[config.mk]
export PLATFORM = sky130hd
export DESIGN_NAME = argb_box_downsample_2x2_unit
export DESIGN_NICKNAME = d
export VERILOG_FILES = /design/src/rtl/core/adb2_pkg.sv /design/src/rtl/core/adb2_front.sv /design/src/rtl/core/adb2_queue.sv /design/src/rtl/core/adb2_back.sv /design/src/rtl/core/argb_box_downsample_2x2_unit.sv
export SDC_FILE = /design/constraint.sdc
export NUM_CORES = 1
export LEC_CHECK = 0
export BUFFER_PORTS_ARGS = -buffer_cell sky130_fd_sc_hd__buf_4
export CORE_MARGIN = 5
export CORE_UTILIZATION = 59
export CTS_BUF_LIST = sky130_fd_sc_hd__clkbuf_4
export CTS_CLUSTER_DIAMETER = 60
export DETAILED_ROUTE_END_ITERATION = 10
export PLACE_DENSITY = 0.9
export SLEW_MARGIN = 20
export SYNTH_ARGS = -nofsm -noshare
export SYNTH_HDL_FRONTEND = slang
export SYNTH_SLANG_ARGS = --single-unit
[constraint.sdc]
create_clock -name clk -period 3.7 [get_ports clk]
set_input_delay 0.74 -clock clk [delete_from_list [all_inputs] [get_ports clk]]
set_output_delay 0.74 -clock clk [all_outputs]
set_load 0.005 [all_outputs]
[src/rtl/core/adb2_pkg.sv]
// Shared types and constants for the 2x2 ARGB box downsampler.
package adb2_pkg;

	// Configuration register indexes.
	localparam logic [1:0] REG_IMAGE_PRESENT = 2'd0;
	localparam logic [1:0] REG_SRC_WIDTH     = 2'd1;
	localparam logic [1:0] REG_SRC_HEIGHT    = 2'd2;

	// Reset values of the configuration registers.
	localparam logic [9:0] SRC_WIDTH_RST  = 10'd32;
	localparam logic [9:0] SRC_HEIGHT_RST = 10'd32;

	// Depth of the queue between the front and the back part.
	localparam int QDEPTH = 4;
	localparam int QPTR_W = $clog2(QDEPTH);
	localparam int QCNT_W = $clog2(QDEPTH + 1);

	// Forced alpha of an averaged pixel.
	localparam logic [7:0] ALPHA_OPAQUE = 8'hff;

	// What the front stage register holds.
	typedef enum logic [1:0] {
		KIND_BLANK = 2'd0,
		KIND_COPY  = 2'd1,
		KIND_AVG   = 2'd2
	} kind_t;

	// One destination pixel on its way to the output.
	typedef struct packed {
		logic [31:0] pixel;
		logic        ok;
	} pkt_t;

	// Per-channel sums of two RGB pixels: red 26..18, green 17..9, blue 8..0.
	function automatic logic [26:0] chan_sum(input logic [23:0] a, input logic [23:0] b);
		logic [8:0] r;
		logic [8:0] g;
		logic [8:0] bl;
		r  = {1'b0, a[23:16]} + {1'b0, b[23:16]};
		g  = {1'b0, a[15:8]} + {1'b0, b[15:8]};
		bl = {1'b0, a[7:0]} + {1'b0, b[7:0]};
		return {r, g, bl};
	endfunction

endpackage

[src/rtl/core/adb2_front.sv]
// Front part: configuration registers, pixel intake, mode choice, line store and averaging.
module adb2_front #(
	parameter int OUT_SIDE = 32
) (
	input  logic                      clk,
	input  logic                      arst_n,
	input  logic                      s_tvalid,
	output logic                      s_tready,
	input  logic [31:0]               s_tdata,
	input  logic                      cfg_valid,
	input  logic [1:0]                cfg_index,
	input  logic [9:0]                cfg_data,
	input  logic [adb2_pkg::QCNT_W-1:0] q_count,
	output logic                      push,
	output adb2_pkg::pkt_t            push_data
);

	localparam int SLOT_W = $clog2(OUT_SIDE);
	localparam int POS_W  = SLOT_W + 1;
	localparam logic [POS_W-1:0] POS_LAST = POS_W'(2 * OUT_SIDE - 1);
	localparam logic [9:0] SIDE_1X = 10'(OUT_SIDE);
	localparam logic [9:0] SIDE_2X = 10'(2 * OUT_SIDE);
	localparam int QCNT_W = adb2_pkg::QCNT_W;

	logic                 image_present_q;
	logic [9:0]           src_width_q;
	logic [9:0]           src_height_q;
	logic [POS_W-1:0]     col_q;
	logic [POS_W-1:0]     row_q;
	logic [23:0]          left_q;
	logic [26:0]          line_mem [OUT_SIDE];

	logic                 valid_s1;
	adb2_pkg::kind_t      kind_s1;
	logic [31:0]          pixel_s1;
	logic [26:0]          top_s1;
	logic [26:0]          low_s1;

	logic                 accept;
	logic                 mode_copy;
	logic                 mode_halve;
	logic [SLOT_W-1:0]    slot;
	logic                 odd_col;
	logic                 bottom;
	logic [26:0]          pair;
	logic [9:0]           sum_r;
	logic [9:0]           sum_g;
	logic [9:0]           sum_b;

	// Room is reserved for the item held in the stage register.
	assign s_tready = ({1'b0, q_count} + (QCNT_W + 1)'(valid_s1)) < (QCNT_W + 1)'(adb2_pkg::QDEPTH);
	assign accept   = s_tvalid && s_tready;

	assign mode_copy  = image_present_q && (src_width_q == SIDE_1X) && (src_height_q == SIDE_1X);
	assign mode_halve = image_present_q && (src_width_q == SIDE_2X) && (src_height_q == SIDE_2X);

	assign slot    = col_q[POS_W-1:1];
	assign odd_col = col_q[0];
	assign bottom  = row_q[0];
	assign pair    = adb2_pkg::chan_sum(left_q, s_tdata[23:0]);

	// Configuration registers take a write whenever one is offered.
	always_ff @(posedge clk or negedge arst_n) begin
		if (!arst_n) begin
			image_present_q <= 1'b0;
			src_width_q     <= adb2_pkg::SRC_WIDTH_RST;
			src_height_q    <= adb2_pkg::SRC_HEIGHT_RST;
		end else if (cfg_valid) begin
			unique case (cfg_index)
				adb2_pkg::REG_IMAGE_PRESENT: image_present_q <= cfg_data[0];
				adb2_pkg::REG_SRC_WIDTH:     src_width_q     <= cfg_data;
				adb2_pkg::REG_SRC_HEIGHT:    src_height_q    <= cfg_data;
				default: ;
			endcase
		end
	end

	// Source position and the left pixel of the current pair.
	always_ff @(posedge clk or negedge arst_n) begin
		if (!arst_n) begin
			col_q  <= '0;
			row_q  <= '0;
			left_q <= '0;
		end else if (accept) begin
			if (!mode_halve) begin
				col_q  <= '0;
				row_q  <= '0;
				left_q <= '0;
			end else begin
				if (!odd_col) begin
					left_q <= s_tdata[23:0];
				end
				if (col_q >= POS_LAST) begin
					col_q <= '0;
					row_q <= (row_q >= POS_LAST) ? '0 : row_q + 1'b1;
				end else begin
					col_q <= col_q + 1'b1;
				end
			end
		end
	end

	// Line store of top-row pair sums, one write and one registered read.
	always_ff @(posedge clk) begin
		if (accept && mode_halve && odd_col && !bottom) begin
			line_mem[slot] <= pair;
		end
		if (accept && mode_halve && odd_col && bottom) begin
			top_s1 <= line_mem[slot];
		end
	end

	// Stage register: valid marks an item that makes a result.
	always_ff @(posedge clk or negedge arst_n) begin
		if (!arst_n) begin
			valid_s1 <= 1'b0;
			kind_s1  <= adb2_pkg::KIND_BLANK;
		end else begin
			valid_s1 <= accept && (!mode_halve || (odd_col && bottom));
			if (accept) begin
				kind_s1 <= mode_halve ? adb2_pkg::KIND_AVG :
					(mode_copy ? adb2_pkg::KIND_COPY : adb2_pkg::KIND_BLANK);
			end
		end
	end

	// Payload of the stage register.
	always_ff @(posedge clk) begin
		if (accept) begin
			pixel_s1 <= s_tdata;
			low_s1   <= pair;
		end
	end

	// Rounded mean of the four pixels per channel.
	assign sum_r = {1'b0, top_s1[26:18]} + {1'b0, low_s1[26:18]} + 10'd2;
	assign sum_g = {1'b0, top_s1[17:9]} + {1'b0, low_s1[17:9]} + 10'd2;
	assign sum_b = {1'b0, top_s1[8:0]} + {1'b0, low_s1[8:0]} + 10'd2;

	// Build the destination pixel from the stage register.
	always_comb begin
		push = valid_s1;
		unique case (kind_s1)
			adb2_pkg::KIND_COPY: begin
				push_data.pixel = pixel_s1;
				push_data.ok    = 1'b1;
			end
			adb2_pkg::KIND_AVG: begin
				push_data.pixel = {adb2_pkg::ALPHA_OPAQUE, sum_r[9:2], sum_g[9:2], sum_b[9:2]};
				push_data.ok    = 1'b1;
			end
			default: begin
				push_data.pixel = '0;
				push_data.ok    = 1'b0;
			end
		endcase
	end

endmodule

[src/rtl/core/adb2_queue.sv]
// Short queue of destination pixels between the front and the back part.
module adb2_queue (
	input  logic                        clk,
	input  logic                        arst_n,
	input  logic                        push,
	input  adb2_pkg::pkt_t              push_data,
	input  logic                        pop,
	output adb2_pkg::pkt_t              pop_data,
	output logic                        not_empty,
	output logic [adb2_pkg::QCNT_W-1:0] count
);

	adb2_pkg::pkt_t                  mem_q [adb2_pkg::QDEPTH];
	logic [adb2_pkg::QPTR_W-1:0]     wr_ptr_q;
	logic [adb2_pkg::QPTR_W-1:0]     rd_ptr_q;
	logic [adb2_pkg::QCNT_W-1:0]     count_q;

	assign count     = count_q;
	assign not_empty = (count_q != '0);
	assign pop_data  = mem_q[rd_ptr_q];

	// Entry storage.
	always_ff @(posedge clk) begin
		if (push) begin
			mem_q[wr_ptr_q] <= push_data;
		end
	end

	// Pointers and fill count.
	always_ff @(posedge clk or negedge arst_n) begin
		if (!arst_n) begin
			wr_ptr_q <= '0;
			rd_ptr_q <= '0;
			count_q  <= '0;
		end else begin
			if (push) begin
				wr_ptr_q <= wr_ptr_q + 1'b1;
			end
			if (pop) begin
				rd_ptr_q <= rd_ptr_q + 1'b1;
			end
			case ({push, pop})
				2'b10:   count_q <= count_q + 1'b1;
				2'b01:   count_q <= count_q - 1'b1;
				default: count_q <= count_q;
			endcase
		end
	end

endmodule

[src/rtl/core/adb2_back.sv]
// Back part: frame pixel counter and the output register of the result stream.
module adb2_back #(
	parameter int OUT_SIDE = 32
) (
	input  logic           clk,
	input  logic           arst_n,
	input  logic           not_empty,
	input  adb2_pkg::pkt_t pop_data,
	output logic           pop,
	output logic           m_tvalid,
	input  logic           m_tready,
	output logic [31:0]    m_tdata,
	output logic           m_tuser,
	output logic           m_tlast
);

	localparam int CNT_W = $clog2(OUT_SIDE * OUT_SIDE);
	localparam logic [CNT_W-1:0] CNT_LAST = CNT_W'(OUT_SIDE * OUT_SIDE - 1);

	logic [CNT_W-1:0] out_count_q;
	logic             is_last;

	assign pop     = not_empty && (!m_tvalid || m_tready);
	assign is_last = (out_count_q >= CNT_LAST);

	// Output valid and the destination pixel count of the frame.
	always_ff @(posedge clk or negedge arst_n) begin
		if (!arst_n) begin
			m_tvalid    <= 1'b0;
			out_count_q <= '0;
		end else begin
			if (pop) begin
				m_tvalid    <= 1'b1;
				out_count_q <= is_last ? '0 : out_count_q + 1'b1;
			end else if (m_tready) begin
				m_tvalid <= 1'b0;
			end
		end
	end

	// Output payload.
	always_ff @(posedge clk) begin
		if (pop) begin
			m_tdata <= pop_data.pixel;
			m_tuser <= pop_data.ok;
			m_tlast <= is_last;
		end
	end

endmodule

[src/rtl/core/argb_box_downsample_2x2_unit.sv]
// Top level of the 2x2 ARGB box downsampler.
// Accepts one source pixel per clock while the queue has room and produces OUT_SIDE x
// OUT_SIDE destination pixels. A source of OUT_SIDE square is copied; one of twice that
// side is averaged over 2x2 blocks (alpha forced to 255) with one result on the bottom-right
// pixel of each block; any other size, or image_present at 0, gives a zero pixel with tuser
// low for every input. Sustained rate is one pixel per cycle while the output is not stalled;
// the single-port line store is written on top-row odd pixels and read on bottom-row odd
// pixels. A four-entry queue lets the input keep flowing while the output waits. The line
// store needs no clearing after reset. The user must write configuration only while no
// pixel is in flight; the block itself does not enforce this.
module argb_box_downsample_2x2_unit #(
	parameter int OUT_SIDE = 32
) (
	input  logic        clk,
	input  logic        arst_n,
	input  logic        s_tvalid,
	output logic        s_tready,
	input  logic [31:0] s_tdata,   // in_pixel [31:0]
	input  logic        cfg_valid,
	output logic        cfg_ready,
	input  logic [1:0]  cfg_index,
	input  logic [9:0]  cfg_data,
	output logic        m_tvalid,
	input  logic        m_tready,
	output logic [31:0] m_tdata,   // out_pixel [31:0]
	output logic        m_tuser,   // ok [0]
	output logic        m_tlast
);

	logic                        push;
	adb2_pkg::pkt_t              push_data;
	logic                        pop;
	adb2_pkg::pkt_t              pop_data;
	logic                        not_empty;
	logic [adb2_pkg::QCNT_W-1:0] q_count;

	// Configuration writes are always taken.
	assign cfg_ready = 1'b1;

	adb2_front #(.OUT_SIDE(OUT_SIDE)) u_front (
		.clk       (clk),
		.arst_n    (arst_n),
		.s_tvalid  (s_tvalid),
		.s_tready  (s_tready),
		.s_tdata   (s_tdata),
		.cfg_valid (cfg_valid),
		.cfg_index (cfg_index),
		.cfg_data  (cfg_data),
		.q_count   (q_count),
		.push      (push),
		.push_data (push_data)
	);

	adb2_queue u_queue (
		.clk       (clk),
		.arst_n    (arst_n),
		.push      (push),
		.push_data (push_data),
		.pop       (pop),
		.pop_data  (pop_data),
		.not_empty (not_empty),
		.count     (q_count)
	);

	adb2_back #(.OUT_SIDE(OUT_SIDE)) u_back (
		.clk       (clk),
		.arst_n    (arst_n),
		.not_empty (not_empty),
		.pop_data  (pop_data),
		.pop       (pop),
		.m_tvalid  (m_tvalid),
		.m_tready  (m_tready),
		.m_tdata   (m_tdata),
		.m_tuser   (m_tuser),
		.m_tlast   (m_tlast)
	);

endmodule

==> results.md <==
* Status: finished clean
* Tcrit/Tclk final at 92.4%
* Vias in the first global route at roughly 29000
* Final Power at 29400 uW
* Starting Density at about three fifths
* Worst Clk Skew at ~0.10 ns
* Routed Antenna Nets at 0
* Critical hold path startpoint: m_tready
* Clock Path Buffers at 4
* Worst-Margin Slew at 1.27 ns
* Mapped Avg Cell Area at 20.6 sq um
* Max-Cap Viols at 0
* Most common cell after layout, fill and taps aside: edfxtp_1
* Vias at 27800
* CTS tree: built
* CP most frequent cell: nand3_2
* Syn_nets at 2412
* Ys async rst share at 6.53%
* Dpl hpwl at 71500 microns
* Largest net degree at the start of global routing at between 70 and 80
* CP Cell Sequence: nor4_2, nand3_2, nor3_1, buf_4, nand3_2, nor2_4, buf_12
* Final setup viols at 0
* Worst endpoint required time at 4.49 ns
* Register area share after synthesis at 75.8%
* Maximum vdd drop at 246 uV
* CP Class: register to register
* Die Wd at 292 microns
* Drt first pass iters at 8
* Congestion Overflow GR at 0
* Synth Cell Area at 46800 sq um
* Drt drc at 0
* Fmax at 292 MHz
* Vias/cell at roughly 7.0
* Layout cells sized above 1 at 34.2%
* H-tree depth at 5
* RSZ-0062 raised after global routing: false
* Initial DRC count at 4633
* Layout Area Growth over Synthesis at 15.4%
* Final Instance Area at 54000 sq um
* CP endpoint: u_front.line_mem[29][1]
* Root buffer cell: clkbuf_4
* CTS resizes at 0
* Setup WS pre-CTS at -0.199 ns
* Slew HR at between 10% and 20%
* Fin worst setup slack at roughly 0.28 ns
* Clk_lat worst skew at roughly 1.2 ns
* Commonest non-fill, non-tap cells in the layout: edfxtp_1, clkbuf_4, mux4_2, buf_4, a22oi_1
* Final wirelength at between 100000 and 150000 microns
* Area contributors post-synth: edfxtp_1, mux4_2, dfrtp_1
* Sinks on Clock Net at 1194
* Routed length per instance at 33.7 microns
* Critical path's largest stage delay at 0.65 ns
* Area share of the largest cell type after synthesis at 71.6%
* Final design utilization at 68.5%
* Final Critical Period at 3.42 ns
* # port buffers at 84
* Num rows at between 100 and 150
* First-pass GRT wire length at 190000 microns
* Final Slew Violations at 0
* Final Net Count at 2849
* Initial antenna violation count at 7
* Post-Synthesis Cells at 2277
* Yosys warning count at 0
* Die Ht at 292 microns
* Most common flop cell mapped by yosys: edfxtp_1
* CP endpoint kind: register
* R2r setup slk at 0.28 ns
* I/O Pins at 86
* CTS clk-pin slew, worst paths at 0.07 ns
* Placed Area at 49900 sq um
* Power Dens Cells at 544 nW/um^2
* Total CTS buffers at between 200 and 300
* Cell variety after synth at 65
* Critical path arrival at around 4.2 ns
* Post-synth EDFFs at 1116
* Core ar. at 78900 sq um
* Reg2reg start: u_front.src_width_q[4]
* P_leak at 0.0181 uW
* Die area at 85100 sq um
* Final TNS setup at 0 ns
* Yosys reg bits at 1194
* Hold Vio Cnt, Final at 0
* Startpoint Class: register
* Routability Congestion at 0.832
* Post-synth top area cell: edfxtp_1
* Crit path from: u_front.src_width_q[4]
* Slowest CP cell: nor2_4
* Hold Crit Class: input port to register
* Critical path fanouts, max at 15
* R2R Path End: u_front.line_mem[29][1]
* GR Util All Layers at a little under a third
* Layout fillers at 4390
* Worst reg-to-reg path cell count at 7
worst min path at each step:
stage,slack (ns),cells after the start,end
after floorplan,0.44,0,u_back.m_tvalid
after global placement,0.45,1,u_back.out_count_q[8]
after detailed placement,0.48,1,u_front.row_q[5]
after CTS,0.00009,3,u_back.m_tvalid
after global routing,0.06,3,u_back.m_tvalid
final,0.07,3,u_back.m_tvalid
routing by layer:
metal / wire length, microns / GRT usage, %
met5: 51 / 0
met4: 9840 / 17.3
met3: 18300 / 9.00
met2: 65300 / 50.7
met1: 40000 / 36.4
flip-flops by register name, indices dropped and copies added, names as in the netlist, 2 cells and up:
name	count
u_front.pixel_s1	32
u_front.low_s1	27
u_front.kind_s1	2
u_front.row_q	6
u_front.src_width_q	10
u_front.src_height_q	10
u_queue.wr_ptr_q	2
u_queue.mem_q	132
u_queue.count	3
u_front.col_q	6
u_front.left_q	24
u_queue.rd_ptr_q	2
u_front.line_mem	864
u_back.out_count_q	10
u_back.m_tdata	32
u_front.top_s1	27
critical path: cells and delay by family (launching register included):
kind / cells / cell delay (ns)
DFF: 1 / 0.40
buffers and inverters: 2 / 0.58
and+or+nand+nor: 5 / 2.07
cells by family (layout without fill, tap and decap cells):
| group | count (synthesis) | count (layout) | share of synthesized area [%] |
|---|---|---|---|
| mux | 272 | 272 | 12.5 |
| simple gates | 263 | 263 | 3.11 |
| xor+xnor | 28 | 28 | 0.524 |
| flops | 1194 | 1194 | 75.8 |
| buf+inv | 144 | 770 | 1.30 |
| other cells | 1 | 5 | 0.00801 |
| fa+ha+maj | 86 | 86 | 2.41 |
| compound gates | 289 | 289 | 4.35 |
cells in the mapped netlist, types with 8 or more instances:
library cell	count
edfxtp_1	1116
mux4_2	249
a22oi_1	114
nor2_1	84
ha_1	79
dfrtp_1	76
clkbuf_1	49
o21ai_0	47
inv_1	43
buf_2	37
nand2_1	35
a21oi_1	32
nand4_1	29
a22o_1	25
xnor2_1	22
mux2_2	21
nand3_1	17
nor3_1	14
or3_1	13
o21a_1	12
a32o_1	10
buf_1	10
nand3b_1	10
and3_1	9
nand2b_1	9
nor2b_1	9
a21boi_0	8
report_power, final:
| group | leakage [uW] | total [uW] | internal, uW | switching [uW] |
|---|---|---|---|---|
| combinational | 0.00468 | 2360 | 1080 | 1280 |
| clock | 0.00215 | 11100 | 5600 | 5480 |
| sequential | 0.0113 | 16000 | 15500 | 436 |
| total | 0.0181 | 29400 | 22200 | 7200 |
stage by stage:
step,instances,hold WS (ns)
after floorplan,2277,0.438
after global placement,3421,0.453
after detailed placement,3421,0.483
after CTS,3952,0.0000868
after global routing,3954,0.0622
final,3957,0.0698
timing repair:
| item | in CTS | in global routing |
|---|---|---|
| setup endpoints to repair | 0 | 0 |
| hold buffers | 45 | 0 |
| endpoints found under the hold margin | 153 | 0 |
| setup buffers | 0 | 0 |
cell type report:
class	instances	area, sq um	area share [%]
sequential	1194	35500	65.7
multi-input combinational	939	11200	20.7
clock buffer	432	3240	6.01
timing repair buffer	241	2320	4.30
tap	1050	1310	2.43
clock inverter	54	318	0.589
inverter	43	161	0.299
antenna	4	10.0	0.0185
Note: power is estimated with default switching activity, not from simulation.
